--- config.mk ---
export PLATFORM = sky130hd
export DESIGN_NAME = mmcal_queue
export DESIGN_NICKNAME = d
export VERILOG_FILES = /design/src/design/mmcal_pkg.sv /design/src/design/mmcal_queue.sv
export VERILOG_INCLUDE_DIRS = /design/src /design/src/design
export SDC_FILE = /design/constraint.sdc
export NUM_CORES = 1
export LEC_CHECK = 0
export BUFFER_PORTS_ARGS = -buffer_cell sky130_fd_sc_hd__buf_2
export CAP_MARGIN = 10
export CELL_PAD_IN_SITES_DETAIL_PLACEMENT = 0
export CELL_PAD_IN_SITES_GLOBAL_PLACEMENT = 1
export CORE_UTILIZATION = 40
export DETAILED_ROUTE_END_ITERATION = 8
export HOLD_SLACK_MARGIN = 0.15
export PLACE_DENSITY_LB_ADDON = 0.1
export RECOVER_POWER = 25
export SYNTH_ARGS = -nofsm -noshare
export SYNTH_HDL_FRONTEND = slang
export SYNTH_SLANG_ARGS = --single-unit
--- constraint.sdc ---
create_clock -name clk -period 5.2 [get_ports clk]
set_input_delay 1.04 -clock clk [delete_from_list [all_inputs] [get_ports clk]]
set_output_delay 1.04 -clock clk [all_outputs]
set_load 0.01 [all_outputs]
--- src/design/magnetometer_minmax_calibrator_core_defines.svh ---
// ----------------------------------------------------------------------------
// Assertion macros for the magnetometer min/max calibrator
// Concurrent checks sampled on clk and disabled while arst_n is low.
// ----------------------------------------------------------------------------
`ifndef MAGNETOMETER_MINMAX_CALIBRATOR_CORE_DEFINES_SVH
`define MAGNETOMETER_MINMAX_CALIBRATOR_CORE_DEFINES_SVH

`ifndef ASSERT_OFF
// Property must hold at every clock edge outside reset.
`define MMC_ASSERT(label, prop, msg) \
	label: assert property (@(posedge clk) disable iff (!arst_n) prop) else $error(msg);
// Condition must never be true at a clock edge outside reset.
`define MMC_NEVER(label, cond, msg) \
	label: assert property (@(posedge clk) disable iff (!arst_n) !(cond)) else $error(msg);
`else
`define MMC_ASSERT(label, prop, msg)
`define MMC_NEVER(label, cond, msg)
`endif

`endif

--- src/design/mmcal_pkg.sv ---
// ----------------------------------------------------------------------------
// Magnetometer calibrator package
// Shared widths, codes and the queue entry type.
// ----------------------------------------------------------------------------
`default_nettype none

package mmcal_pkg;

	localparam int SAMPLE_BITS   = 16;
	localparam int OUT_FRAC_BITS = 14;
	localparam int QUOT_BITS     = 32;
	localparam int OUT_W         = 16;

	// Centered value n = 2*s - min - max and its magnitude.
	localparam int N_W    = SAMPLE_BITS + 2;
	localparam int AN_W   = SAMPLE_BITS + 1;
	localparam int D_W    = SAMPLE_BITS + 1;
	// First quotient round(|n| * 2^32 / |d|).
	localparam int DVD_W  = AN_W + QUOT_BITS + 1;
	localparam int CNT_W  = 6;
	// Normalized magnitudes lie in [2^29, 2^30).
	localparam int NRM_HI = 30;
	localparam int NRM_LO = 29;
	localparam int SUM_W  = 2 * NRM_HI + 2;
	localparam int ROOT_W = NRM_HI + 1;
	// Final divide: (q << OUT_FRAC_BITS) + norm/2 over norm.
	localparam int UNUM_W = NRM_HI + OUT_FRAC_BITS + 1;
	localparam int UQ_W   = UNUM_W - NRM_LO;

	localparam int CFG_IDX_W   = 3;
	localparam int CFG_DATA_W  = 16;
	localparam int QUEUE_DEPTH = 2;

	localparam logic [1:0] MODE_SAMPLE  = 2'd0;
	localparam logic [1:0] MODE_PRESET  = 2'd1;
	localparam logic [1:0] MODE_RESTART = 2'd2;

	localparam logic [CFG_IDX_W-1:0] REG_CALIB_EN = 3'd0;
	localparam logic [CFG_IDX_W-1:0] REG_PMIN_X   = 3'd1;
	localparam logic [CFG_IDX_W-1:0] REG_PMIN_Y   = 3'd2;
	localparam logic [CFG_IDX_W-1:0] REG_PMIN_Z   = 3'd3;
	localparam logic [CFG_IDX_W-1:0] REG_PMAX_X   = 3'd4;
	localparam logic [CFG_IDX_W-1:0] REG_PMAX_Y   = 3'd5;
	localparam logic [CFG_IDX_W-1:0] REG_PMAX_Z   = 3'd6;

	localparam logic signed [SAMPLE_BITS-1:0] RST_MIN_X = -16'sd317;
	localparam logic signed [SAMPLE_BITS-1:0] RST_MIN_Y = -16'sd416;
	localparam logic signed [SAMPLE_BITS-1:0] RST_MIN_Z = -16'sd208;
	localparam logic signed [SAMPLE_BITS-1:0] RST_MAX_X = 16'sd221;
	localparam logic signed [SAMPLE_BITS-1:0] RST_MAX_Y = -16'sd67;
	localparam logic signed [SAMPLE_BITS-1:0] RST_MAX_Z = 16'sd98;

	// One sample handed from the front to the back.
	typedef struct packed {
		logic [2:0][AN_W-1:0] an;
		logic [2:0][D_W-1:0]  ad;
		logic [2:0]           neg;
	} entry_t;

endpackage

`default_nettype wire

--- src/design/mmcal_queue.sv ---
// ----------------------------------------------------------------------------
// Calibrator sample queue
// Short FIFO that decouples the front end from the arithmetic back end.
// ----------------------------------------------------------------------------
`default_nettype none
`include "magnetometer_minmax_calibrator_core_defines.svh"

module mmcal_queue (
	input  wire logic              clk,
	input  wire logic              arst_n,
	input  wire logic              push,
	input  wire mmcal_pkg::entry_t push_data,
	output logic                   full,
	input  wire logic              pop,
	output mmcal_pkg::entry_t      pop_data,
	output logic                   empty
);
	import mmcal_pkg::*;

	localparam int PTR_W = $clog2(QUEUE_DEPTH);

	entry_t           mem_q [QUEUE_DEPTH];
	logic [PTR_W-1:0] wr_ptr_q;
	logic [PTR_W-1:0] rd_ptr_q;
	logic [PTR_W:0]   count_q;

	assign full     = (count_q == (PTR_W+1)'(QUEUE_DEPTH));
	assign empty    = (count_q == '0);
	assign pop_data = mem_q[rd_ptr_q];

	// Pointers and fill count.
	always_ff @(posedge clk or negedge arst_n) begin
		if (!arst_n) begin
			wr_ptr_q <= '0;
			rd_ptr_q <= '0;
			count_q  <= '0;
		end else begin
			if (push) begin
				wr_ptr_q <= wr_ptr_q + 1'b1;
			end
			if (pop) begin
				rd_ptr_q <= rd_ptr_q + 1'b1;
			end
			if (push && !pop) begin
				count_q <= count_q + 1'b1;
			end else if (pop && !push) begin
				count_q <= count_q - 1'b1;
			end
		end
	end

	// Entry storage.
	always_ff @(posedge clk) begin
		if (push) begin
			mem_q[wr_ptr_q] <= push_data;
		end
	end

	`MMC_NEVER(a_no_overflow, push && full, "queue written while full")
	`MMC_NEVER(a_no_underflow, pop && empty, "queue read while empty")
	`MMC_ASSERT(a_count_bound, count_q <= (PTR_W+1)'(QUEUE_DEPTH), "queue count out of range")

endmodule

`default_nettype wire

## Word level (Yosys, flattened, before mapping)

Memory sizes are Yosys's and may differ from the RTL's.
Cells that the tools add are included.

- Add/subtract/negate cells: 4
- Multiply operators: 0
- Divide/modulo/power cells: 0
- Order comparisons: 0
- Equality and inequality tests: 1
- Shifts and indexed selects: 0
- Mux-type cells: 4
- Bitwise gates (word level): 0
- Reductions and logical operators: 6

Operators with widths:

| cell | number |
|---|---|
| 2-bit two-way mux | 2 |
| 1-bit adder, second input constant | 2 |
| 2-bit by 1-bit adder with 2-bit output, second input constant | 1 |
| 2-bit == test, second input constant | 1 |
| 1-bit logical AND | 2 |
| 1-bit logical NOT | 2 |
| 2-bit logical NOT | 1 |
| 1-bit two-way mux | 2 |
| 2-bit nonzero test | 1 |
| 2-bit by 1-bit subtractor with 2-bit output, second input constant | 1 |

- Bits in registers: 4
- Latch bits: 0
- RAM bits: 210
- Memory bits (read-only): 0
- Input port bits: 109
- Output and inout bits: 107
- Memories: 1

Memory list:

| memory | depth | bits a word | read ports | clocked after Yosys merged registers in | write ports | RTL line | source |
|---|---|---|---|---|---|---|---|
| mem_q | 2 | 105 | 1 | 0 | 1 | mmcal_queue.sv:22 | `entry_t mem_q [QUEUE_DEPTH];` |

## Logic depth before layout (Yosys ltp)

- Depth after elaboration: 4
- Mapped depth: 5
- Mapped depth without buffers: 5

## Worst setup path before layout

Ideal clock, no wire load.

- Path type: input-to-reg
- Start: in push
- End: mem mem_q[0][0] (netlist name) (enable)
- Arrival: 5.606 ns
- Data required time: 4.618 ns
- Path slack: -0.988 ns
- Stages: 1
- Path buffers: 0
- Cells stage by stage: nor2b_1

- Word-level cells in the longest chain between the ends: 2

RTL lines:

| what | RTL line | source |
|---|---|---|
| from (decl) | mmcal_queue.sv:11 | `input wire logic push,` |
| 1-bit two-way mux | mmcal_queue.sv:54 | `if (push) begin` |
| 1-bit two-way mux (not written as such) | mmcal_queue.sv:55 | `mem_q[wr_ptr_q] <= push_data;` |
| to (decl) | mmcal_queue.sv:22 |  |

Every way passes these cells.

==> results summary <==
The run finished with clean final reports. The tightest hold path in the finished design has a slack of 0.3745 ns. The clock latency reported for the late side of the worst-skew pair is ~0.5 ns.

The cell area after synthesis is 0.007923 mm2. In the final routing, the length of wire on met1 measures 6101 um. The data required time of the critical path came out at 4.16 ns. The total wirelength of the detailed-routed design came out at 14930 um.

The total count of max-transition violations in the final report came to 0. The minimum period implied by the final worst setup slack came out at 3.583 ns. The peak ir drop on the vdd network came out at slightly below 0.0004 V. After detailed routing, the number of remaining DRC violations is 0. After clock tree synthesis, the clock-pin slew on the worst setup and hold paths is 0.06 ns. The detailed route wirelength on metal2 came out at 7207 um. The average cell area after synthesis is 23.10 um2.

The placer's final routability congestion estimate came out at approximately 0.7. The count of buffers inserted at the top-level ports came out at 215. The worst setup path is launched from a flip-flop. CTS saw 214 sinks. The total negative setup slack came out at 0 ns. The number of synthesized register bits came out at 214. In this run the worst hold path is classified as primary input to async pin. The deepest clock path buffer count is 3. The total routing resource utilization after global routing is 0.1470. Leaving out fill and tap cells, the most frequent cells in the layout are edfxtp_1, buf_2, mux2_2, mux2_4, clkbuf_16. STA classifies the critical path endpoint as an output port. The worst setup path is of the flip-flop to output port kind. The count of distinct cell types in the synthesized netlist came out at 13. On the worst path, the slowest cell contributes a delay of ~1.0 ns.

The post-cts repair resize count came out at 0. The number of global-route vias before repair is 4103. Setup repair after global routing left no endpoint under its margin. The vertical die dimension is 142.7 um. The critical path data arrival time is approximately 2.5 ns. The share of the yosys chip area belonging to registers came out at 0.8086. In this run the static leakage power is about 0.004 uW.

The worst register-to-register path begins at wr_ptr_q. The net count of the finished layout is 686. The total of fill cells in the finished design came out at 1617. After global routing the overflow that remains totals 0. The number of violations reported at the end of detailed-routing iteration 0 is 170. In this run the top signal layer used is met5. The post-detailed-route count of antenna-violating nets came out at 0. The worst-path maximum fanout came out at 62. Power comes to 5631 uW. The number of hold buffers added after CTS is 0. The floorplan has 51 rows. The share of the cycle needed by the critical path after routing is 0.6890. The number of warning messages in the yosys log is 0. The library cell used most frequently in the layout, excluding fill and tap cells, is edfxtp_1. The ratio of routed vias to standard cells came out at 4.632. The total clock buffers created by CTS came out at 23. In this run the standard cell core region covers 0.01946 mm2.

The average routed wire per standard cell came out at approximately 17 um. The worst register-to-register path has a depth of 2. The total met3 wirelength after detailed routing is 1328 um. The CTS tree is built. The HPWL after detailed placement is slightly below 10000 um.

The number of post-CTS setup repair buffers is 0. The reg2reg setup slack is 3.18 ns. The slowest cell on the critical path is dfrtp_4. The total number of H-tree levels came out at 1. For the pin with the worst max-slew slack, the measured transition is 0.9727 ns. Before antenna repair, the detailed router went through 4 iterations. Across the routed clock network, the largest skew measured is between 0.006 and 0.007 ns. The kind of cell adding the most delay to the critical path is flip-flops. The power per cell area is 559.3 mW/mm2.

The post-synthesis cell count came out at 343. The initial antenna violation count is 4. The effective utilization at floorplan is 0.4071. The overall die width came out at 142.7 um.

The tightest slew margin relative to the limit came out at 0.3515. The repair_antennas step left the layout with diodes totalling 0. The critical path goes through buf_12 > mux2_2 > buf_2. The highest attainable clock frequency came out at 279.1 MHz.

Compared with the post-synthesis result, the final layout area differs by 27.08%. 216 I/O pins were placed. Entering global routing, the biggest net connects 63 pins. The buffers plus inverters on the worst setup path is 2. The reported max-cap violation count is 0. The via count of the routed design is 3965. The core occupancy in the finished layout came out at 0.5173. The count of endpoints failing hold in the final timing report came out at 0. Of the cells placed in the final design, the portion with a size suffix greater than 1 is 0.5956. The die area came out at a little over 0.02 mm2. The first global-routing pass estimated 22510 um of wire. CTS placed an instance of clkbuf_16 at the clock tree root.

The destination of the worst register-to-register timing path is mem_q[1][63]. The final number of setup-violating endpoints is 0. The number of nets handed over by synthesis was between 400 and 500.
==> stage by stage <==
step	setup WS [ns]	area (um2)	std cells
4_1_cts	1.589	10080	856
6_report	1.617	10070	856
3_5_place_dp	2.131	9296	816
2_1_floorplan	0.9829	7925	343
5_1_grt	1.487	10070	856
3_3_place_gp	2.159	9296	816
==> worst max path at each step <==
stage	end	start	cells after the start
6_report	pop_data[5]	rd_ptr_q	3
5_1_grt	pop_data[13]	rd_ptr_q	3
4_1_cts	pop_data[5]	rd_ptr_q	3
3_5_place_dp	pop_data[13]	rd_ptr_q	3
3_3_place_gp	pop_data[5]	rd_ptr_q	3
2_1_floorplan	mem_q[0][0]	push	1
==> kinds of logic after synthesis <==
kind of cell | count (synthesis) | synth area share
AND/OR/NAND/NOR | 5 | 0.003317
buffers and inverters | 13 | 0.01279
multiplexers | 105 | 0.1682
XOR/XNOR | 5 | 0.005527
flip-flops | 214 | 0.8086
adder cells (fa/ha/maj) | 1 | 0.001579
==> layout make-up <==
class,count,area (um2),area share
Sequential cell,214,6410,0.6366
Multi-Input combinational cell,116,1425,0.1415
Timing Repair Buffer,220,1111,0.1104
Clock buffer,24,579.3,0.05754
Tap cell,265,331.6,0.03293
Clock inverter,16,207.7,0.02063
Inverter,1,3.754,0.0003728
==> cell usage after synthesis <==
library cell	number	area, um2
nor2b_1	2	12.51
xnor2_1	1	8.760
ha_1	1	12.51
xor2_1	4	35.03
nor2_1	2	7.510
dfrtp_1	4	100.1
buf_6	6	67.56
mux2_4	40	600.6
inv_1	1	3.750
and2_1	1	6.260
edfxtp_1	210	6306
buf_2	6	30.03
mux2_2	65	732.0
==> routing by layer <==
layer | vias up | global-route usage
met3 | 29 | 0.05969
li1 | 1835 | -
met1 | 1953 | 0.1823
met5 | - | 0
met4 | 8 | 0.03962
met2 | 140 | 0.2379
==> state kept, by name (all words and copies together), names as in the netlist <==
register and cells:
rd_ptr_q 1, mem_q 210, count_q 2, wr_ptr_q 1
==> worst register-to-register path, stage by stage, from the launching register on <==
cell	delay, ns
dfrtp_1	0.42
and2_4	0.73
buf_4	0.52
==> where the power goes <==
part           switching (uW)  internal [uW]  total [uW]
Sequential                188           2290        2480
Clock                     627           1050        1680
Combinational             719            752        1470
Total                    1530           4100        5630
(Power assumes the default switching activity.)
