===== config.mk =====
export PLATFORM = sky130hd
export DESIGN_NAME = mmcal_front
export DESIGN_NICKNAME = d
export VERILOG_FILES = /design/src/design/magnetometer_minmax_calibrator_core_defines.svh /design/src/design/mmcal_pkg.sv /design/src/design/mmcal_front.sv
export SDC_FILE = /design/constraint.sdc
export NUM_CORES = 1
export LEC_CHECK = 0
export ABC_AREA = 1
export BUFFER_PORTS_ARGS = -buffer_cell sky130_fd_sc_hd__buf_2
export CAP_MARGIN = 40
export CORE_ASPECT_RATIO = 1.75
export CORE_MARGIN = 2
export CORE_UTILIZATION = 60
export DETAILED_ROUTE_END_ITERATION = 12
export GPL_TIMING_DRIVEN = 1
export MAX_ROUTING_LAYER = met4
export PLACE_DENSITY = 0.8
export REMOVE_ABC_BUFFERS = 1
export SLEW_MARGIN = 15
export SYNTH_ARGS = -nofsm -noshare
export SYNTH_HDL_FRONTEND = slang
export SYNTH_SLANG_ARGS = --single-unit

===== constraint.sdc =====
create_clock -name clk -period 10.6 [get_ports clk]
set_clock_uncertainty 0.15 [all_clocks]
set_input_delay 1.06 -clock clk [delete_from_list [all_inputs] [get_ports clk]]
set_output_delay 1.06 -clock clk [all_outputs]
set_load 0.005 [all_outputs]

===== src/design/magnetometer_minmax_calibrator_core_defines.svh =====
// ----------------------------------------------------------------------------
// Assertion macros for the magnetometer min/max calibrator
// Concurrent checks sampled on clk and disabled while arst_n is low.
// ----------------------------------------------------------------------------
`ifndef MAGNETOMETER_MINMAX_CALIBRATOR_CORE_DEFINES_SVH
`define MAGNETOMETER_MINMAX_CALIBRATOR_CORE_DEFINES_SVH

`ifndef ASSERT_OFF
// Property must hold at every clock edge outside reset.
`define MMC_ASSERT(label, prop, msg) \
	label: assert property (@(posedge clk) disable iff (!arst_n) prop) else $error(msg);
// Condition must never be true at a clock edge outside reset.
`define MMC_NEVER(label, cond, msg) \
	label: assert property (@(posedge clk) disable iff (!arst_n) !(cond)) else $error(msg);
`else
`define MMC_ASSERT(label, prop, msg)
`define MMC_NEVER(label, cond, msg)
`endif

`endif


===== src/design/mmcal_pkg.sv =====
// ----------------------------------------------------------------------------
// Magnetometer calibrator package
// Shared widths, codes and the queue entry type.
// ----------------------------------------------------------------------------
`default_nettype none

package mmcal_pkg;

	localparam int SAMPLE_BITS   = 16;
	localparam int OUT_FRAC_BITS = 14;
	localparam int QUOT_BITS     = 32;
	localparam int OUT_W         = 16;

	// Centered value n = 2*s - min - max and its magnitude.
	localparam int N_W    = SAMPLE_BITS + 2;
	localparam int AN_W   = SAMPLE_BITS + 1;
	localparam int D_W    = SAMPLE_BITS + 1;
	// First quotient round(|n| * 2^32 / |d|).
	localparam int DVD_W  = AN_W + QUOT_BITS + 1;
	localparam int CNT_W  = 6;
	// Normalized magnitudes lie in [2^29, 2^30).
	localparam int NRM_HI = 30;
	localparam int NRM_LO = 29;
	localparam int SUM_W  = 2 * NRM_HI + 2;
	localparam int ROOT_W = NRM_HI + 1;
	// Final divide: (q << OUT_FRAC_BITS) + norm/2 over norm.
	localparam int UNUM_W = NRM_HI + OUT_FRAC_BITS + 1;
	localparam int UQ_W   = UNUM_W - NRM_LO;

	localparam int CFG_IDX_W   = 3;
	localparam int CFG_DATA_W  = 16;
	localparam int QUEUE_DEPTH = 2;

	localparam logic [1:0] MODE_SAMPLE  = 2'd0;
	localparam logic [1:0] MODE_PRESET  = 2'd1;
	localparam logic [1:0] MODE_RESTART = 2'd2;

	localparam logic [CFG_IDX_W-1:0] REG_CALIB_EN = 3'd0;
	localparam logic [CFG_IDX_W-1:0] REG_PMIN_X   = 3'd1;
	localparam logic [CFG_IDX_W-1:0] REG_PMIN_Y   = 3'd2;
	localparam logic [CFG_IDX_W-1:0] REG_PMIN_Z   = 3'd3;
	localparam logic [CFG_IDX_W-1:0] REG_PMAX_X   = 3'd4;
	localparam logic [CFG_IDX_W-1:0] REG_PMAX_Y   = 3'd5;
	localparam logic [CFG_IDX_W-1:0] REG_PMAX_Z   = 3'd6;

	localparam logic signed [SAMPLE_BITS-1:0] RST_MIN_X = -16'sd317;
	localparam logic signed [SAMPLE_BITS-1:0] RST_MIN_Y = -16'sd416;
	localparam logic signed [SAMPLE_BITS-1:0] RST_MIN_Z = -16'sd208;
	localparam logic signed [SAMPLE_BITS-1:0] RST_MAX_X = 16'sd221;
	localparam logic signed [SAMPLE_BITS-1:0] RST_MAX_Y = -16'sd67;
	localparam logic signed [SAMPLE_BITS-1:0] RST_MAX_Z = 16'sd98;

	// One sample handed from the front to the back.
	typedef struct packed {
		logic [2:0][AN_W-1:0] an;
		logic [2:0][D_W-1:0]  ad;
		logic [2:0]           neg;
	} entry_t;

endpackage

`default_nettype wire


===== src/design/mmcal_front.sv =====
// ----------------------------------------------------------------------------
// Calibrator front end
// Accepts input transactions, holds configuration and the per-axis bounds,
// and turns each sample into centered magnitudes for the queue.
// ----------------------------------------------------------------------------
`default_nettype none

module mmcal_front (
	input  wire logic                                 clk,
	input  wire logic                                 arst_n,
	input  wire logic                                 in_valid,
	output logic                                      in_stall,
	input  wire logic [1:0]                           mode,
	input  wire logic signed [mmcal_pkg::SAMPLE_BITS-1:0] mag_x,
	input  wire logic signed [mmcal_pkg::SAMPLE_BITS-1:0] mag_y,
	input  wire logic signed [mmcal_pkg::SAMPLE_BITS-1:0] mag_z,
	input  wire logic                                 cfg_valid,
	output logic                                      cfg_ready,
	input  wire logic [mmcal_pkg::CFG_IDX_W-1:0]      cfg_index,
	input  wire logic [mmcal_pkg::CFG_DATA_W-1:0]     cfg_data,
	output logic                                      push,
	output mmcal_pkg::entry_t                         push_data,
	input  wire logic                                 full
);
	import mmcal_pkg::*;

	logic                          calib_en_q;
	logic signed [SAMPLE_BITS-1:0] pmin_q [3];
	logic signed [SAMPLE_BITS-1:0] pmax_q [3];
	logic signed [SAMPLE_BITS-1:0] min_q  [3];
	logic signed [SAMPLE_BITS-1:0] max_q  [3];
	logic signed [SAMPLE_BITS-1:0] smp    [3];
	logic signed [SAMPLE_BITS-1:0] new_min [3];
	logic signed [SAMPLE_BITS-1:0] new_max [3];
	logic                          accept;

	assign in_stall  = full;
	assign cfg_ready = 1'b1;
	assign accept    = in_valid && !in_stall;
	assign push      = accept && (mode == MODE_SAMPLE);

	assign smp[0] = mag_x;
	assign smp[1] = mag_y;
	assign smp[2] = mag_z;

	// Widened bounds and centered magnitudes for each axis.
	always_comb begin
		logic signed [N_W-1:0] n;
		logic signed [D_W-1:0] d;
		for (int i = 0; i < 3; i++) begin
			new_min[i] = (calib_en_q && (smp[i] < min_q[i])) ? smp[i] : min_q[i];
			new_max[i] = (calib_en_q && (smp[i] > max_q[i])) ? smp[i] : max_q[i];
			n = $signed({smp[i][SAMPLE_BITS-1], smp[i], 1'b0})
				- $signed({{2{new_min[i][SAMPLE_BITS-1]}}, new_min[i]})
				- $signed({{2{new_max[i][SAMPLE_BITS-1]}}, new_max[i]});
			d = $signed({new_max[i][SAMPLE_BITS-1], new_max[i]})
				- $signed({new_min[i][SAMPLE_BITS-1], new_min[i]});
			if (d == '0) begin
				d = D_W'(2);
			end
			push_data.an[i]  = n[N_W-1] ? AN_W'(-n) : AN_W'(n);
			push_data.ad[i]  = d[D_W-1] ? D_W'(-d) : D_W'(d);
			push_data.neg[i] = n[N_W-1] != d[D_W-1];
		end
	end

	// Configuration registers and bound storage.
	always_ff @(posedge clk or negedge arst_n) begin
		if (!arst_n) begin
			calib_en_q <= 1'b0;
			pmin_q[0] <= RST_MIN_X; pmin_q[1] <= RST_MIN_Y; pmin_q[2] <= RST_MIN_Z;
			pmax_q[0] <= RST_MAX_X; pmax_q[1] <= RST_MAX_Y; pmax_q[2] <= RST_MAX_Z;
			min_q[0]  <= RST_MIN_X; min_q[1]  <= RST_MIN_Y; min_q[2]  <= RST_MIN_Z;
			max_q[0]  <= RST_MAX_X; max_q[1]  <= RST_MAX_Y; max_q[2]  <= RST_MAX_Z;
		end else begin
			if (cfg_valid && cfg_ready) begin
				case (cfg_index)
					REG_CALIB_EN: calib_en_q <= cfg_data[0];
					REG_PMIN_X:   pmin_q[0] <= $signed(cfg_data);
					REG_PMIN_Y:   pmin_q[1] <= $signed(cfg_data);
					REG_PMIN_Z:   pmin_q[2] <= $signed(cfg_data);
					REG_PMAX_X:   pmax_q[0] <= $signed(cfg_data);
					REG_PMAX_Y:   pmax_q[1] <= $signed(cfg_data);
					REG_PMAX_Z:   pmax_q[2] <= $signed(cfg_data);
					default: ;
				endcase
			end
			if (accept) begin
				case (mode)
					MODE_SAMPLE: begin
						for (int i = 0; i < 3; i++) begin
							min_q[i] <= new_min[i];
							max_q[i] <= new_max[i];
						end
					end
					MODE_PRESET: begin
						for (int i = 0; i < 3; i++) begin
							min_q[i] <= pmin_q[i];
							max_q[i] <= pmax_q[i];
						end
					end
					MODE_RESTART: begin
						for (int i = 0; i < 3; i++) begin
							min_q[i] <= {1'b0, {(SAMPLE_BITS-1){1'b1}}};
							max_q[i] <= {1'b1, {(SAMPLE_BITS-1){1'b0}}};
						end
					end
					default: ;
				endcase
			end
		end
	end

endmodule

`default_nettype wire


Yosys cells after proc, flatten, opt, wreduce, memory -nomap -nowiden
Cells that the tools add are included.
{"block": "word_totals", "regBits": 193, "input_bits": 74, "out_inout_bits": 108, "wordCells": 85}
{"block": "classes", "addsub": 15, "magnitude_cmp": 6, "n_eq_ne": 11, "mux": 17, "n_reduce_logical": 23}
{"op": "48-bit case mux with 3 select lines", "count": 2}
{"op": "17-bit 2-to-1 mux", "count": 9}
{"op": "17-bit negation", "count": 6}
{"op": "16-bit 2-to-1 mux", "count": 6}
{"op": "17-bit by 16-bit subtractor with 18-bit output", "count": 3}
{"op": "18-bit by 16-bit subtractor with 18-bit output", "count": 3}
{"op": "17-bit zero test", "count": 3}
{"op": "16-bit by 16-bit subtractor with 17-bit output", "count": 3}
{"op": "16-bit greater-than comparator", "count": 3}
{"op": "16-bit less-than comparator", "count": 3}
{"op": "2-bit AND reduction", "count": 8}
{"op": "3-bit == test (second input constant)", "count": 3}
{"op": "1-bit logical AND", "count": 8}
{"op": "3-bit by 2-bit == test with 1-bit output (second input constant)", "count": 2}
{"op": "3-bit by 1-bit == test with 1-bit output (second input constant)", "count": 1}
{"op": "3-bit zero test", "count": 1}
{"op": "1-bit inequality test", "count": 3}
{"op": "3-bit nonzero test", "count": 1}
{"op": "2-bit by 1-bit == test with 1-bit output (second input constant)", "count": 1}
{"op": "2-bit == test (second input constant)", "count": 1}
{"op": "2-bit zero test", "count": 1}
{"op": "1-bit zero test", "count": 1}

Depth between registers and ports, before layout
{"block": "depth", "word_depth": 8, "ltp_mapped": 43, "mapped_depth_nobuf": 43}

Worst setup path before layout
OpenSTA, ideal clock, no wires.
{"block": "synth_timing", "path_type": "input port to output port", "from": "in mag_y[9] in the netlist's numbering", "to": "out push_data[86] in the netlist's numbering", "arrival_time_ns": 5.477, "t_required_ns": 9.390, "path_slack_ns": 3.913, "stages": 33, "n_path_buf": 1, "path_cell_list": "ha_1 -> nand2_1 -> inv_1 -> o21ai_0 -> a21oi_1 -> nor2_1 -> nand3_2 -> nand3_4 -> clkbuf_1 -> nand2_1 -> o21ai_0 -> inv_1 -> ha_1 -> inv_1 -> ha_1 -> or2_1 -> fa_1 -> nand3_1 -> nand2_1 -> a21oi_1 -> o21bai_1 -> a21o_1 -> nand2_1 -> nand2_1 -> nand2_1 -> nand2_1 -> a21oi_1 -> xor2_1 -> nand3_1 -> nor3_1 -> nand3_1 -> nand2_1 -> xor2_1"}
{"item": "start: declaration", "line": "mmcal_front.sv:15", "text": "input wire logic signed [mmcal_pkg::SAMPLE_BITS-1:0] mag_y,"}
{"item": "end: declaration", "line": "mmcal_front.sv:22", "text": "output mmcal_pkg::entry_t push_data,"}

==> summary.json <==
{
  "run_status": {"value": "completed"},
  "placed_instance_area": {"value": 22010, "unit": "sq um"},
  "grt_max_degree": {"value": 88},
  "regToRegSetupSlack": {"value": 7070, "unit": "ps"},
  "critPathArrivalTime": {"value": 7350, "unit": "ps"},
  "place_congestion": {"value": 0.9845},
  "dr.pass1.iters": {"value": 6},
  "worst_r2r_path_depth": {"value": 12},
  "wl_per_cell": {"value": 17.56, "unit": "um"},
  "dr.first_iter.drc_count": {"value": 1206},
  "wirelength": {"value": 60.97, "unit": "mm"},
  "syn-mean-instance-area": {"value": 7.196, "unit": "sq um"},
  "cts_tree": {"value": "built"},
  "timing.hold.ws": {"value": 304.6, "unit": "ps"},
  "number_of_synthesized_flops_with_an_enable_pin": {"value": 0},
  "grt_antenna_before_repair": {"value": 5},
  "synth_warnings": {"value": 0},
  "yosys_most_used_dff": {"value": "dfstp_2"},
  "worstSetupEndpoint": {"value": "push_data[90]"},
  "synth.distinct_cells": {"value": 55},
  "maxCapViolCount": {"value": 0},
  "critical_path_peak_fanout": {"value": 31},
  "ant_nets": {"value": 0},
  "clk_pin_slew": {"value": 80, "unit": "ps"},
  "yosys_register_bits": {"value": 193},
  "numCtsBuffers": {"value": 17},
  "cp_common_cell": {"value": "nand2_1"},
  "worst_r2r_startpoint": {"value": "min_q[5]"},
  "timing.final.hold_violations": {"value": 0},
  "synth_cell_area": {"value": 20640, "unit": "sq um"},
  "worst_hold_path_type": {"value": "in2async"},
  "globalRouteOverflowTotal": {"value": 0},
  "synth.most_common_cell": {"value": "nand2_1"},
  "regToRegEndpoint": {"value": "min_q[12]"},
  "coreArea": {"value": 33850, "unit": "sq um"},
  "cts_buffer_depth": {"value": 2},
  "cts.hold.buffers_added": {"value": 0},
  "initial_core_util": {"value": 0.6098},
  "setup_tns": {"value": 0, "unit": "ps"},
  "cts_root_buffer": {"value": "clkbuf_16"},
  "design.final.nets": {"value": 3371},
  "worstMarginPinSlew": {"value": 820.9, "unit": "ps"},
  "worstPathRequired": {"value": 9390, "unit": "ps"},
  "io_buffer_count": {"value": 180},
  "die_x": {"value": 144.2, "unit": "um"},
  "die_y": {"value": 249.4, "unit": "um"},
  "worst-setup-path-type": {"value": "in2out"},
  "cts_setup_buffers": {"value": 0},
  "tcrit_tclk_final": {"value": 0.8072},
  "slew_violations": {"value": 0},
  "category_of_the_worst_setup_path_launch_point": {"value": "input port"},
  "relSlewSlack": {"value": 0.4469},
  "crit_slowest_cell": {"value": "o21ai_0"},
  "crit_path_end_kind": {"value": "output pin"},
  "finalWorstPathRequiredPeriod": {"value": 8557, "unit": "ps"},
  "synth_top_cell_by_area": {"value": "ha_1"},
  "drc": {"value": 0},
  "yosys-top-cells-area": {"value": "ha_1 15%, dfstp_2 13%, nand2_1 12%"},
  "synth_commonest_cells": {"value": "687 x nand2_1, 414 x inv_1, 250 x ha_1, 222 x o21ai_0, 190 x a21oi_1"},
  "route.vias.total": {"value": 19710},
  "htreeDepth": {"value": 4},
  "placement_rows": {"value": 89},
  "fin_area": {"value": 22690, "unit": "sq um"},
  "track_usage": {"value": 0.3500},
  "achievable-frequency": {"value": 116.9, "unit": "MHz"},
  "syn2layout_area_growth": {"value": 9.909, "unit": "%"},
  "routed_via_density": {"value": 5.675},
  "grt_pass1_wl": {"value": 97.06, "unit": "mm"},
  "cts_num_sinks": {"value": 193},
  "synth-seq-area-share": {"value": 0.2404},
  "critical-path-max-stage-delay": {"value": 640, "unit": "ps"},
  "synth_top_area_share": {"value": 0.1515},
  "clk-insertion-delay-late": {"value": 450, "unit": "ps"},
  "ios": {"value": 182},
  "number_of_standard_cells_after_synthesis": {"value": 2869},
  "setup.worst_path.start": {"value": "mag_z[1]"},
  "hpwlAfterDp": {"value": 48.97, "unit": "mm"},
  "grt_pass1_vias": {"value": 19810},
  "fp.dieArea": {"value": 35970, "unit": "sq um"},
  "setup_violations": {"value": 0},
  "post_route_cells_drive_above_1_share": {"value": 0.1537},
  "rsz0062_at_grt": {"value": "no"},
  "asyncSetResetFlopFracSynth": {"value": 1.000},
  "post_cts_resize_count": {"value": 0}
}
-- registers in the layout (all words and copies together), names as in the netlist --
signal,cells
pmin_q,48
calib_en_q,1
pmax_q,48
max_q,48
min_q,48
-- metal layers --
layer,global-route usage,up-vias,routed length [um]
li1,-,9579,-
met1,0.3719,9334,23220
met2,0.6344,622,32000
met3,0.03051,170,2279
met4,0.1831,0,3472
met5,-,-,0
-- cell families (layout without fill, tap and decap cells) --
logic type	count (synthesis)	in the layout	share of synthesized area
other cells	1	6	0.0001816
simple gates	1134	1134	0.2393
xor+xnor	146	146	0.06376
flops	193	193	0.2404
buf+inv	515	658	0.09503
compound gates	582	582	0.1633
fa+ha+maj	298	298	0.1981
-- final cells by class --
class,instances,area [sq um]
timing repair buffer,201,1190
multi-input combinational,2161,13730
clock buffer,18,439.2
fill,3051,11160
inverter,425,1598
tap,455,569.3
sequential,193,4962
antenna,5,12.51
clock inverter,14,187.7
-- how the worst min path moves through the flow --
stage / endpoint / cells past startpoint
floorplan: pmax_q[0] / 2
global placement: pmax_q[43] / 2
detailed placement: pmin_q[1] / 2
CTS: max_q[0] / 1
global route: pmin_q[0] / 1
finish: pmin_q[0] / 1
-- cells in the final DEF, fill, tap and decap left out, types with 22 or more instances in the layout --
cell type / Yosys / routed
a21oi_1: 190 / 189
a22oi_1: 48 / 48
a32oi_1: 48 / 48
buf_2: 5 / 179
dfrtp_1: 87 / 87
dfstp_2: 106 / 106
fa_1: 48 / 48
ha_1: 250 / 250
inv_1: 414 / 414
nand2_1: 687 / 687
nand2_2: 29 / 29
nand3_1: 116 / 116
nand4_1: 22 / 22
nor2_1: 146 / 146
nor3_1: 41 / 41
o21ai_0: 222 / 222
or2_2: 45 / 45
xnor2_1: 36 / 36
xor2_1: 105 / 105
-- metrics by stage --
stage | util | setup slack [ps] | std cells
after global placement | 0.6455 | 2402 | 3425
after detailed placement | 0.6501 | 2072 | 3433
final | 0.6703 | 2043 | 3472
after global routing | 0.6703 | 1667 | 3472
after floorplan | - | 3643 | 2779
after CTS | 0.6687 | 2049 | 3465
-- critical path, delay by kind of cell --
kind,cells,cell delay [ps]
adders and majority gates,3,1210
buffers and inverters,2,310
and+or+nand+nor,14,1920
AOI/OAI and AO/OA,12,2630
xor gates and xnor gates,1,190
Power is left out: the tool's default activity adds up to more than one toggle a clock period on the data nets, which glitch-free logic cannot reach.
