### src/design/magnetometer_minmax_calibrator_core_defines.svh
// ----------------------------------------------------------------------------
// Assertion macros for the magnetometer min/max calibrator
// Concurrent checks sampled on clk and disabled while arst_n is low.
// ----------------------------------------------------------------------------
`ifndef MAGNETOMETER_MINMAX_CALIBRATOR_CORE_DEFINES_SVH
`define MAGNETOMETER_MINMAX_CALIBRATOR_CORE_DEFINES_SVH

`ifndef ASSERT_OFF
// Property must hold at every clock edge outside reset.
`define MMC_ASSERT(label, prop, msg) \
	label: assert property (@(posedge clk) disable iff (!arst_n) prop) else $error(msg);
// Condition must never be true at a clock edge outside reset.
`define MMC_NEVER(label, cond, msg) \
	label: assert property (@(posedge clk) disable iff (!arst_n) !(cond)) else $error(msg);
`else
`define MMC_ASSERT(label, prop, msg)
`define MMC_NEVER(label, cond, msg)
`endif

`endif

### src/design/mmcal_pkg.sv
// ----------------------------------------------------------------------------
// Magnetometer calibrator package
// Shared widths, codes and the queue entry type.
// ----------------------------------------------------------------------------
`default_nettype none

package mmcal_pkg;

	localparam int SAMPLE_BITS   = 16;
	localparam int OUT_FRAC_BITS = 14;
	localparam int QUOT_BITS     = 32;
	localparam int OUT_W         = 16;

	// Centered value n = 2*s - min - max and its magnitude.
	localparam int N_W    = SAMPLE_BITS + 2;
	localparam int AN_W   = SAMPLE_BITS + 1;
	localparam int D_W    = SAMPLE_BITS + 1;
	// First quotient round(|n| * 2^32 / |d|).
	localparam int DVD_W  = AN_W + QUOT_BITS + 1;
	localparam int CNT_W  = 6;
	// Normalized magnitudes lie in [2^29, 2^30).
	localparam int NRM_HI = 30;
	localparam int NRM_LO = 29;
	localparam int SUM_W  = 2 * NRM_HI + 2;
	localparam int ROOT_W = NRM_HI + 1;
	// Final divide: (q << OUT_FRAC_BITS) + norm/2 over norm.
	localparam int UNUM_W = NRM_HI + OUT_FRAC_BITS + 1;
	localparam int UQ_W   = UNUM_W - NRM_LO;

	localparam int CFG_IDX_W   = 3;
	localparam int CFG_DATA_W  = 16;
	localparam int QUEUE_DEPTH = 2;

	localparam logic [1:0] MODE_SAMPLE  = 2'd0;
	localparam logic [1:0] MODE_PRESET  = 2'd1;
	localparam logic [1:0] MODE_RESTART = 2'd2;

	localparam logic [CFG_IDX_W-1:0] REG_CALIB_EN = 3'd0;
	localparam logic [CFG_IDX_W-1:0] REG_PMIN_X   = 3'd1;
	localparam logic [CFG_IDX_W-1:0] REG_PMIN_Y   = 3'd2;
	localparam logic [CFG_IDX_W-1:0] REG_PMIN_Z   = 3'd3;
	localparam logic [CFG_IDX_W-1:0] REG_PMAX_X   = 3'd4;
	localparam logic [CFG_IDX_W-1:0] REG_PMAX_Y   = 3'd5;
	localparam logic [CFG_IDX_W-1:0] REG_PMAX_Z   = 3'd6;

	localparam logic signed [SAMPLE_BITS-1:0] RST_MIN_X = -16'sd317;
	localparam logic signed [SAMPLE_BITS-1:0] RST_MIN_Y = -16'sd416;
	localparam logic signed [SAMPLE_BITS-1:0] RST_MIN_Z = -16'sd208;
	localparam logic signed [SAMPLE_BITS-1:0] RST_MAX_X = 16'sd221;
	localparam logic signed [SAMPLE_BITS-1:0] RST_MAX_Y = -16'sd67;
	localparam logic signed [SAMPLE_BITS-1:0] RST_MAX_Z = 16'sd98;

	// One sample handed from the front to the back.
	typedef struct packed {
		logic [2:0][AN_W-1:0] an;
		logic [2:0][D_W-1:0]  ad;
		logic [2:0]           neg;
	} entry_t;

endpackage

`default_nettype wire

### src/design/mmcal_back.sv
// ----------------------------------------------------------------------------
// Calibrator arithmetic back end
// Per-axis restoring divide, common normalizing shift, sum of squares,
// digit-by-digit square root and a final divide into a Q1.14 vector.
// ----------------------------------------------------------------------------
`default_nettype none
`include "magnetometer_minmax_calibrator_core_defines.svh"

module mmcal_back (
	input  wire logic                                  clk,
	input  wire logic                                  arst_n,
	input  wire logic                                  empty,
	input  wire mmcal_pkg::entry_t                     pop_data,
	output logic                                       pop,
	output logic                                       out_valid,
	input  wire logic                                  out_stall,
	output logic signed [mmcal_pkg::OUT_W-1:0]         unit_x,
	output logic signed [mmcal_pkg::OUT_W-1:0]         unit_y,
	output logic signed [mmcal_pkg::OUT_W-1:0]         unit_z,
	output logic                                       zero_length
);
	import mmcal_pkg::*;

	typedef enum logic [2:0] {
		ST_IDLE, ST_DIV, ST_NORM, ST_SQR, ST_SQRT, ST_UINIT, ST_UDIV, ST_DONE
	} state_t;

	localparam logic [UQ_W-1:0] ONE = UQ_W'(1) << OUT_FRAC_BITS;

	state_t            state_q;
	logic [CNT_W-1:0]  cnt_q;
	logic [DVD_W-1:0]  dvd_q  [3];
	logic [D_W-1:0]    ad_q   [3];
	logic [D_W-1:0]    rem_q  [3];
	logic [DVD_W-1:0]  q_q    [3];
	logic [2:0]        neg_q;
	logic              zero_q;
	logic [SUM_W-1:0]  acc_q;
	logic [SUM_W-1:0]  x_q;
	logic [SUM_W-1:0]  r_q;
	logic [SUM_W-1:0]  bit_q;
	logic [ROOT_W-1:0] norm_q;
	logic [ROOT_W-1:0] urem_q [3];
	logic [UQ_W-1:0]   ulow_q [3];
	logic [UQ_W-1:0]   uq_q   [3];
	logic              out_valid_q;
	logic signed [OUT_W-1:0] unit_x_q, unit_y_q, unit_z_q;
	logic              zero_len_q;

	logic [D_W-1:0]    rem_nx  [3];
	logic              qbit_nx [3];
	logic [ROOT_W-1:0] urem_nx [3];
	logic              ubit_nx [3];
	logic [NRM_HI-1:0] sq_op;
	logic [2*NRM_HI-1:0] sq_full;
	logic [SUM_W-1:0]  sq_prod;
	logic [SUM_W-1:0]  sq_trial;
	logic [OUT_W-1:0]  umag [3];
	logic              any_hi, any_lo, all_zero;

	assign pop         = (state_q == ST_IDLE) && !empty;
	assign out_valid   = out_valid_q;
	assign unit_x      = unit_x_q;
	assign unit_y      = unit_y_q;
	assign unit_z      = unit_z_q;
	assign zero_length = zero_len_q;

	// One restoring step per lane for both dividers.
	always_comb begin
		logic [D_W:0]    trial;
		logic [ROOT_W:0] utrial;
		for (int i = 0; i < 3; i++) begin
			trial      = {rem_q[i], dvd_q[i][DVD_W-1]};
			qbit_nx[i] = trial >= {1'b0, ad_q[i]};
			rem_nx[i]  = qbit_nx[i] ? D_W'(trial - {1'b0, ad_q[i]}) : D_W'(trial);
			utrial     = {urem_q[i], ulow_q[i][UQ_W-1]};
			ubit_nx[i] = utrial >= {1'b0, norm_q};
			urem_nx[i] = ubit_nx[i] ? ROOT_W'(utrial - {1'b0, norm_q}) : ROOT_W'(utrial);
			umag[i]    = (uq_q[i] > ONE) ? ONE : uq_q[i];
		end
	end

	// Normalization tests across the three magnitudes.
	always_comb begin
		any_hi   = 1'b0;
		any_lo   = 1'b0;
		all_zero = 1'b1;
		for (int i = 0; i < 3; i++) begin
			any_hi   = any_hi | (|q_q[i][DVD_W-1:NRM_HI]);
			any_lo   = any_lo | q_q[i][NRM_LO];
			all_zero = all_zero & ~(|q_q[i]);
		end
	end

	// Shared squaring multiplier and square root trial value.
	always_comb begin
		case (cnt_q[1:0])
			2'd0:    sq_op = q_q[0][NRM_HI-1:0];
			2'd1:    sq_op = q_q[1][NRM_HI-1:0];
			2'd2:    sq_op = q_q[2][NRM_HI-1:0];
			default: sq_op = '0;
		endcase
		sq_full  = sq_op * sq_op;
		sq_prod  = SUM_W'(sq_full);
		sq_trial = r_q + bit_q;
	end

	// Sequencer with all datapath and output registers.
	always_ff @(posedge clk or negedge arst_n) begin
		if (!arst_n) begin
			state_q     <= ST_IDLE;
			cnt_q       <= '0;
			out_valid_q <= 1'b0;
			unit_x_q    <= '0;
			unit_y_q    <= '0;
			unit_z_q    <= '0;
			zero_len_q  <= 1'b0;
			neg_q       <= '0;
			zero_q      <= 1'b0;
			acc_q       <= '0;
			x_q         <= '0;
			r_q         <= '0;
			bit_q       <= '0;
			norm_q      <= '0;
			for (int i = 0; i < 3; i++) begin
				dvd_q[i]  <= '0;
				ad_q[i]   <= '0;
				rem_q[i]  <= '0;
				q_q[i]    <= '0;
				urem_q[i] <= '0;
				ulow_q[i] <= '0;
				uq_q[i]   <= '0;
			end
		end else begin
			if (out_valid_q && !out_stall && (state_q != ST_DONE)) begin
				out_valid_q <= 1'b0;
			end
			case (state_q)
				ST_IDLE: begin
					if (!empty) begin
						for (int i = 0; i < 3; i++) begin
							dvd_q[i] <= DVD_W'({pop_data.an[i], QUOT_BITS'(0)})
								+ DVD_W'(pop_data.ad[i] >> 1);
							ad_q[i]  <= pop_data.ad[i];
							rem_q[i] <= '0;
							q_q[i]   <= '0;
						end
						neg_q   <= pop_data.neg;
						zero_q  <= 1'b0;
						cnt_q   <= CNT_W'(DVD_W - 1);
						state_q <= ST_DIV;
					end
				end
				ST_DIV: begin
					for (int i = 0; i < 3; i++) begin
						rem_q[i] <= rem_nx[i];
						dvd_q[i] <= dvd_q[i] << 1;
						q_q[i]   <= {q_q[i][DVD_W-2:0], qbit_nx[i]};
					end
					cnt_q <= cnt_q - 1'b1;
					if (cnt_q == '0) begin
						state_q <= ST_NORM;
					end
				end
				ST_NORM: begin
					if (all_zero) begin
						zero_q  <= 1'b1;
						state_q <= ST_DONE;
					end else if (any_hi) begin
						for (int i = 0; i < 3; i++) begin
							q_q[i] <= q_q[i] >> 1;
						end
					end else if (!any_lo) begin
						for (int i = 0; i < 3; i++) begin
							q_q[i] <= q_q[i] << 1;
						end
					end else begin
						acc_q   <= '0;
						cnt_q   <= '0;
						state_q <= ST_SQR;
					end
				end
				ST_SQR: begin
					acc_q <= acc_q + sq_prod;
					cnt_q <= cnt_q + 1'b1;
					if (cnt_q == CNT_W'(2)) begin
						x_q     <= acc_q + sq_prod;
						r_q     <= '0;
						bit_q   <= SUM_W'(1) << (2 * (ROOT_W - 1));
						cnt_q   <= CNT_W'(ROOT_W - 1);
						state_q <= ST_SQRT;
					end
				end
				ST_SQRT: begin
					if (x_q >= sq_trial) begin
						x_q <= x_q - sq_trial;
						r_q <= (r_q >> 1) + bit_q;
					end else begin
						r_q <= r_q >> 1;
					end
					bit_q <= bit_q >> 2;
					cnt_q <= cnt_q - 1'b1;
					if (cnt_q == '0) begin
						state_q <= ST_UINIT;
					end
				end
				ST_UINIT: begin
					norm_q <= r_q[ROOT_W-1:0];
					for (int i = 0; i < 3; i++) begin
						logic [UNUM_W-1:0] num;
						num = UNUM_W'({q_q[i][NRM_HI-1:0], OUT_FRAC_BITS'(0)})
							+ UNUM_W'(r_q[ROOT_W-1:0] >> 1);
						urem_q[i] <= ROOT_W'(num[UNUM_W-1:UQ_W]);
						ulow_q[i] <= num[UQ_W-1:0];
						uq_q[i]   <= '0;
					end
					cnt_q   <= CNT_W'(UQ_W - 1);
					state_q <= ST_UDIV;
				end
				ST_UDIV: begin
					for (int i = 0; i < 3; i++) begin
						urem_q[i] <= urem_nx[i];
						ulow_q[i] <= ulow_q[i] << 1;
						uq_q[i]   <= {uq_q[i][UQ_W-2:0], ubit_nx[i]};
					end
					cnt_q <= cnt_q - 1'b1;
					if (cnt_q == '0) begin
						state_q <= ST_DONE;
					end
				end
				ST_DONE: begin
					if (!out_valid_q || !out_stall) begin
						if (zero_q) begin
							unit_x_q <= '0;
							unit_y_q <= '0;
							unit_z_q <= '0;
						end else begin
							// Axis remap to (y, -x, -z).
							unit_x_q <= neg_q[1] ? -$signed(umag[1]) : $signed(umag[1]);
							unit_y_q <= neg_q[0] ? $signed(umag[0]) : -$signed(umag[0]);
							unit_z_q <= neg_q[2] ? $signed(umag[2]) : -$signed(umag[2]);
						end
						zero_len_q  <= zero_q;
						out_valid_q <= 1'b1;
						state_q     <= ST_IDLE;
					end
				end
				default: state_q <= ST_IDLE;
			endcase
		end
	end

	`MMC_ASSERT(a_zero_result, out_valid_q && zero_len_q |-> (unit_x_q == '0 && unit_y_q == '0 && unit_z_q == '0), "zero-length result with nonzero unit fields")
	`MMC_ASSERT(a_norm_window, (state_q == ST_SQR) |-> (!any_hi && any_lo), "magnitudes left normalization window")
	`MMC_ASSERT(a_root_range, (state_q == ST_UDIV) |-> (norm_q[ROOT_W-1] || norm_q[ROOT_W-2]), "vector length below normalized range")

endmodule

`default_nettype wire

### config.mk
export PLATFORM = sky130hd
export DESIGN_NAME = mmcal_back
export DESIGN_NICKNAME = d
export VERILOG_FILES = /design/src/design/mmcal_pkg.sv /design/src/design/mmcal_back.sv
export VERILOG_INCLUDE_DIRS = /design/src /design/src/design
export SDC_FILE = /design/constraint.sdc
export NUM_CORES = 2
export LEC_CHECK = 0
export BUFFER_PORTS_ARGS = -buffer_cell sky130_fd_sc_hd__buf_2
export CAP_MARGIN = 10
export CORE_MARGIN = 4
export CORE_UTILIZATION = 45
export CTS_CLUSTER_SIZE = 16
export DETAILED_ROUTE_END_ITERATION = 10
export HOLD_SLACK_MARGIN = 0.12
export PLACE_DENSITY = 0.67
export SYNTH_ARGS = -nofsm -noshare
export SYNTH_HDL_FRONTEND = slang
export SYNTH_SLANG_ARGS = --single-unit
### constraint.sdc
create_clock -name clk -period 21.7 [get_ports clk]
set_clock_uncertainty 0.2 [all_clocks]
set_input_delay 4.34 -clock clk [delete_from_list [all_inputs] [get_ports clk]]
set_output_delay 4.34 -clock clk [all_outputs]
set_load 0.005 [all_outputs]
== Word-level counts from Yosys, hierarchy flattened ==
Index checks and enable logic that the tools add are counted.

* Flip-flop bits (word level): 933
* Input bits: 109
* Output and inout bits: 51
* Logic and storage cells: 198

* Add/subtract/negate cells: 21
* Multiply operators: 1
* Magnitude comparators: 10
* Equality and inequality tests: 25
* Multiplexer cells: 62
* Bitwise operators: 10
* Reductions and logical operators: 34

{| class="wikitable"
|+ Operators with widths
! cell !! count
|-
| two-way mux 150 bit || 5
|-
| two-way mux 62 bit || 8
|-
| one-hot mux 62 bit (2 select lines) || 4
|-
| one-hot mux 150 bit (3 select lines) || 1
|-
| one-hot mux 150 bit (2 select lines) || 1
|-
| one-hot mux 48 bit (2 select lines) || 2
|-
| one-hot mux 93 bit (2 select lines) || 1
|-
| adder 49 x 16 -> 50 bit || 3
|-
| OR reduction 50 bit || 3
|-
| two-way mux 16 bit || 9
|-
| adder 44 x 30 -> 45 bit || 3
|-
| one-hot mux 51 bit (2 select lines) || 1
|-
| greater-or-equal comparator 32 x 31 -> 1 bit || 3
|-
| two-way mux 31 bit || 3
|-
| subtractor 31 bit || 3
|-
| one-hot mux 30 bit (3 select lines) || 1
|-
| adder 61 x 62 -> 62 bit || 1
|-
| adder 62 x 60 -> 62 bit || 1
|-
| adder 62 bit || 1
|-
| greater-or-equal comparator 62 bit || 1
|-
| subtractor 62 bit || 1
|-
| multiplier 30 x 30 -> 60 bit || 1
|-
| OR reduction 20 bit || 3
|-
| greater-or-equal comparator 18 x 17 -> 1 bit || 3
|-
| 39 further kinds || 100
|}

== Logic depth before layout (Yosys ltp) ==
* Depth in word-level cells: 6
* Gate-level depth with buffers: 37
* Mapped depth without buffers: 33

== Least setup slack after synthesis ==
No wires, ideal clock.

* Path kind: input -> output
* From: in empty
* To: out pop
* Arrival time: 5410 ps
* Required time: 17160 ps
* Slack: 11750 ps
* Stages on the path: 5
* Path buffers: 3
* Path through: or2_2 -> clkbuf_1 -> inv_2 -> clkbuf_1 -> clkbuf_1

* Word-level cells in the longest chain between the ends: 2

{| class="wikitable"
|+ Ends and longest elaborated chain
! item !! line !! RTL
|-
| start: declaration || mmcal_back.sv:12 || <nowiki>input wire logic empty,</nowiki>
|-
| logical NOT 1 bit || n/a ||
|-
| logical AND 1 bit || mmcal_back.sv:61 || <nowiki>assign pop = (state_q == ST_IDLE) && !empty;</nowiki>
|-
| end: declaration || mmcal_back.sv:14 || <nowiki>output logic pop,</nowiki>
|}

Every way passes these cells.

== Worst setup path after layout ==
* From: reg cnt_q[0]
* To: reg x_q[61]

* Word-level cells in the longest chain between the ends: 6
* Elaborated cells on any way between the ends: 11
* Classes of those cells: add/sub (1); mul (1); eq/ne (4); mux (3); reduce/logical (2)

{| class="wikitable"
|+ Ends and longest elaborated chain
! item !! line !! RTL
|-
| start: declaration || mmcal_back.sv:31 || <nowiki>logic [CNT_W-1:0] cnt_q;</nowiki>
|-
| start signal: assignment || mmcal_back.sv:150 || <nowiki>cnt_q <= CNT_W'(DVD_W - 1);</nowiki>
|-
| start signal: assignment || mmcal_back.sv:160 || <nowiki>cnt_q <= cnt_q - 1'b1;</nowiki>
|-
| start signal: assignment || mmcal_back.sv:185 || <nowiki>cnt_q <= cnt_q + 1'b1;</nowiki>
|-
| == test 2 bit (tied with other cells) || mmcal_back.sv:97 || <nowiki>case (cnt_q[1:0])</nowiki>
|-
| one-hot mux 30 bit (3 select lines) || mmcal_back.sv:97 ||
|-
| multiplier 30 x 30 -> 60 bit || mmcal_back.sv:103 || <nowiki>sq_full = sq_op * sq_op;</nowiki>
|-
| adder 62 x 60 -> 62 bit || mmcal_back.sv:187 || <nowiki>x_q <= acc_q + sq_prod;</nowiki>
|-
| two-way mux 62 bit || mmcal_back.sv:186 || <nowiki>if (cnt_q == CNT_W'(2)) begin</nowiki>
|-
| one-hot mux 62 bit (2 select lines) || mmcal_back.sv:138 || <nowiki>case (state_q)</nowiki>
|-
| end signal: assignment || mmcal_back.sv:187 ||
|-
| end signal: assignment || mmcal_back.sv:196 || <nowiki>x_q <= x_q - sq_trial;</nowiki>
|-
| end: declaration || mmcal_back.sv:39 || <nowiki>logic [SUM_W-1:0] x_q;</nowiki>
|}

Parallel ways exist; a longest one is shown, timed or not. The select of a mux whose other input is x is not followed.
A chain may end at the register's enable or synchronous reset.

==> results.yml <==
sta:
  unrepaired_setup_endpoints_after_global_routing: "no"
  final.min_clock_period_ps: 10830
  finalMaxSlewViolations: 0
  worst-slew-pin-transition_ps: 1240
  hold_viol_final: 0
  max_frequency_mhz: 92.4
  timing.setup.tns_ps: 0
  setup_viol: 0
  max-slew-margin-rel_pct: 17.2
  layout_worst_path_cycle_share_pct: 49.9
global_route:
  first_global_vias: 70300
  overflow: 0
  pin_count_of_the_biggest_net_entering_global_routing: 240
  antenna_found_initial: 4
  global_route_wire_length_before_repair_mm: 406
  track_usage_pct: 26.6
synthesis:
  synth_seq_cells: 874
  synth-warning-count: 0
  postSynthNetCount: 11200
  yosysSeqAreaShare_pct: 26.2
  postSynth.asyncResetShare_pct: 100
  synth_flop_cell: "dfrtp_1"
  synth.cell_area_um2: 83600
  synth_area_per_cell_um2: 8.56
  synth_cell_type_count: 94
  synth-edff-count: 0
  post_synth_inst_count: 9761
clock_network:
  clkLatencyLatePin_ps: 760
  clock_tree_from_tritoncts: "yes"
  cts.repair_timing.setup_buffer_count: 0
  cts_buffers: 104
  ctsHoldBuffers: 0
  clock_sinks: 874
  cts_root_buf: "clkbuf_16"
  h_tree_lvls: 3
  clockBufferDepth: 3
  clk_pin_slew_worst_paths_ps: 60
  post_cts.resized_instances: 0
final_layout:
  most-common-layout-cells: "nand2_1, inv_1, dfrtp_1"
  drive_gt1_share_pct: 5.41
  area_growth_pct: 7.72
  fin_area_um2: 90000
  num-fill-cells: 17600
  area_of_the_multi_input_gates_um2: 55300
  area.sequential_um2: 21900
  end_of_flow_core_utilization_pct: 49.0
  nets_finish: 11100
  leading_cell_type_in_the_layout_fill_and_taps_excluded: "nand2_1"
detailed_routing:
  drt_first_pass_iters: 11
  detail_route.drc_violations: 1
  drtIter0Drc: 6386
  routed_via_density: 5.78
  totalWireLength_mm: 257
  routed-via-count: 70400
  final_antenna_net_count: 0
  detail_route.wl_per_cell_um: 21.1
placed_design:
  place_hpwl_mm: 197
  port_buffers: 159
  post_dp_cell_area_um2: 86300
  gp_congestion: 0.997
worst_setup_path:
  slowest_stage_cell_crit_path: "clkinv_1"
  arrival_ps: 11200
  start_kind: "flop"
  worstSetupPathType: "flop to flop"
  max_stage_delay_ps: 580
  crit_required_ps: 22080
  worstSetupEndpointType: "flop"
  worst-path-max-fanout: 33
  path_common_cell: "fa_1"
status:
  violations: "DRC"
  run_status: "finished, violations left"
floorplanning:
  fp.dieArea_um2: 193000
  fp.dieH_um: 439
  die_x_um: 439
  start_util_pct: 45.5
  rows: 157
  num_io_pins: 160
  placeableCoreArea_um2: 184000
power:
  post-layout-total-power_mw: 10.6
  ir_worst_vdd_mv: 0.134
  power-per-cell-area_nw_per_um2: 117
  p_leak_nw: 44.7
run:
  drv_cap: 0
min_path:
  hold_path.class: "flop to flop"
-- registers in the layout, indices dropped and copies added (netlist names), 51 cells and up --
| signal | flops |
|---|---|
| acc_q | 62 |
| rem_q | 51 |
| urem_q | 93 |
| r_q | 62 |
| ad_q | 51 |
| dvd_q | 150 |
| q_q | 150 |
| x_q | 62 |
-- power breakdown --
| group | internal, mW | switching [mW] | leakage, nW |
|---|---|---|---|
| Clock | 1.12 | 0.773 | 1.80 |
| Sequential | 2.13 | 0.469 | 11.5 |
| Combinational | 2.25 | 3.82 | 31.3 |
| Total | 5.50 | 5.06 | 44.7 |
-- kinds of logic (layout without fill, tap and decap cells) --
| kind of cell | count (synthesis) | count (layout) | synth area share, % |
|---|---|---|---|
| AO/OA/AOI/OAI | 2335 | 2335 | 17.8 |
| buffers and inverters | 1717 | 1653 | 7.90 |
| multiplexers | 78 | 78 | 0.942 |
| flip-flops | 874 | 874 | 26.2 |
| XOR/XNOR | 459 | 459 | 4.81 |
| adder cells (fa/ha/maj) | 1338 | 1338 | 26.9 |
| AND/OR/NAND/NOR | 2960 | 2960 | 15.5 |
| other | 0 | 3 | 0 |
-- stage by stage --
stage          worst slack (ps)  std cells  hold WS (ps)
5_1_grt                   10400      12200           272
3_5_place_dp              11140      12000           253
4_1_cts                   11050      12200           233
2_1_floorplan             11750       9761           238
6_report                  10870      12200           234
3_3_place_gp              11260      12000           253
-- layout make-up --
cell class,instances,share of cell area (%)
clock inverter,52,0.853
antenna,3,0.00834
inverter,1205,5.03
sequential,874,24.3
tap,2464,3.42
clock buffer,138,3.24
multi-input combinational,7170,61.4
timing repair buffer,258,1.76
-- layer usage --
metal,track usage (%),up-vias,wire length [um]
met5,0,-,10
met3,5.16,532,20200
met2,41.4,2660,115000
met1,36.9,34600,111000
li1,-,32600,-
met4,9.91,2,10600
-- path summary, 6_finish.rpt --
check	end	start	slack, ps	depth (start not counted)
max	x_q[61]	cnt_q[0]	10870	33
min	dvd_q[112]	dvd_q[111]	230	2
max reg2reg	x_q[61]	cnt_q[0]	10870	33
min reg2reg	dvd_q[112]	dvd_q[111]	230	2
max in group asynchronous	urem_q[75]	arst_n	14670	4
min in group asynchronous	bit_q[54]	arst_n	3420	1
-- critical path: cells and delay by family, from the launching register on --
kind | cells | cell delay [ps]
adder cells (fa/ha/maj) | 10 | 4700
AO/OA/AOI/OAI | 8 | 2040
buffers and inverters | 8 | 1650
AND/OR/NAND/NOR | 5 | 1100
flip-flops | 1 | 460
multiplexers | 1 | 260
XOR/XNOR | 1 | 230
-- synthesized netlist by cell type (all sizes together), types with 40 or more instances --
master  instances  share of area (%)
nand2        1347                6.0
inv          1196                5.4
dfrtp         874                 26
fa            764                 18
nor2          731                3.3
o21ai         694                4.2
ha            574                8.6
a21oi         528                3.2
clkbuf        429                1.9
nand3         292                1.8
xnor2         268                2.8
xor2          191                2.0
a21o          171                1.5
a31oi         150                1.1
a22oi         123                1.1
a22o          118                1.2
nor3           97               0.59
nand4          95               0.71
buf            83               0.56
mux2i          73               0.87
nand2b         72               0.54
o21bai         68               0.61
a222oi         62               0.74
nor2b          62               0.46
and2           55               0.41
and3           55               0.41
o21a           55               0.49
a211oi         53               0.49
o211ai         53               0.48
nor4           50               0.38
o31ai          40               0.37
or3            40               0.30
No activity file was read; power rests on OpenSTA's default activity.
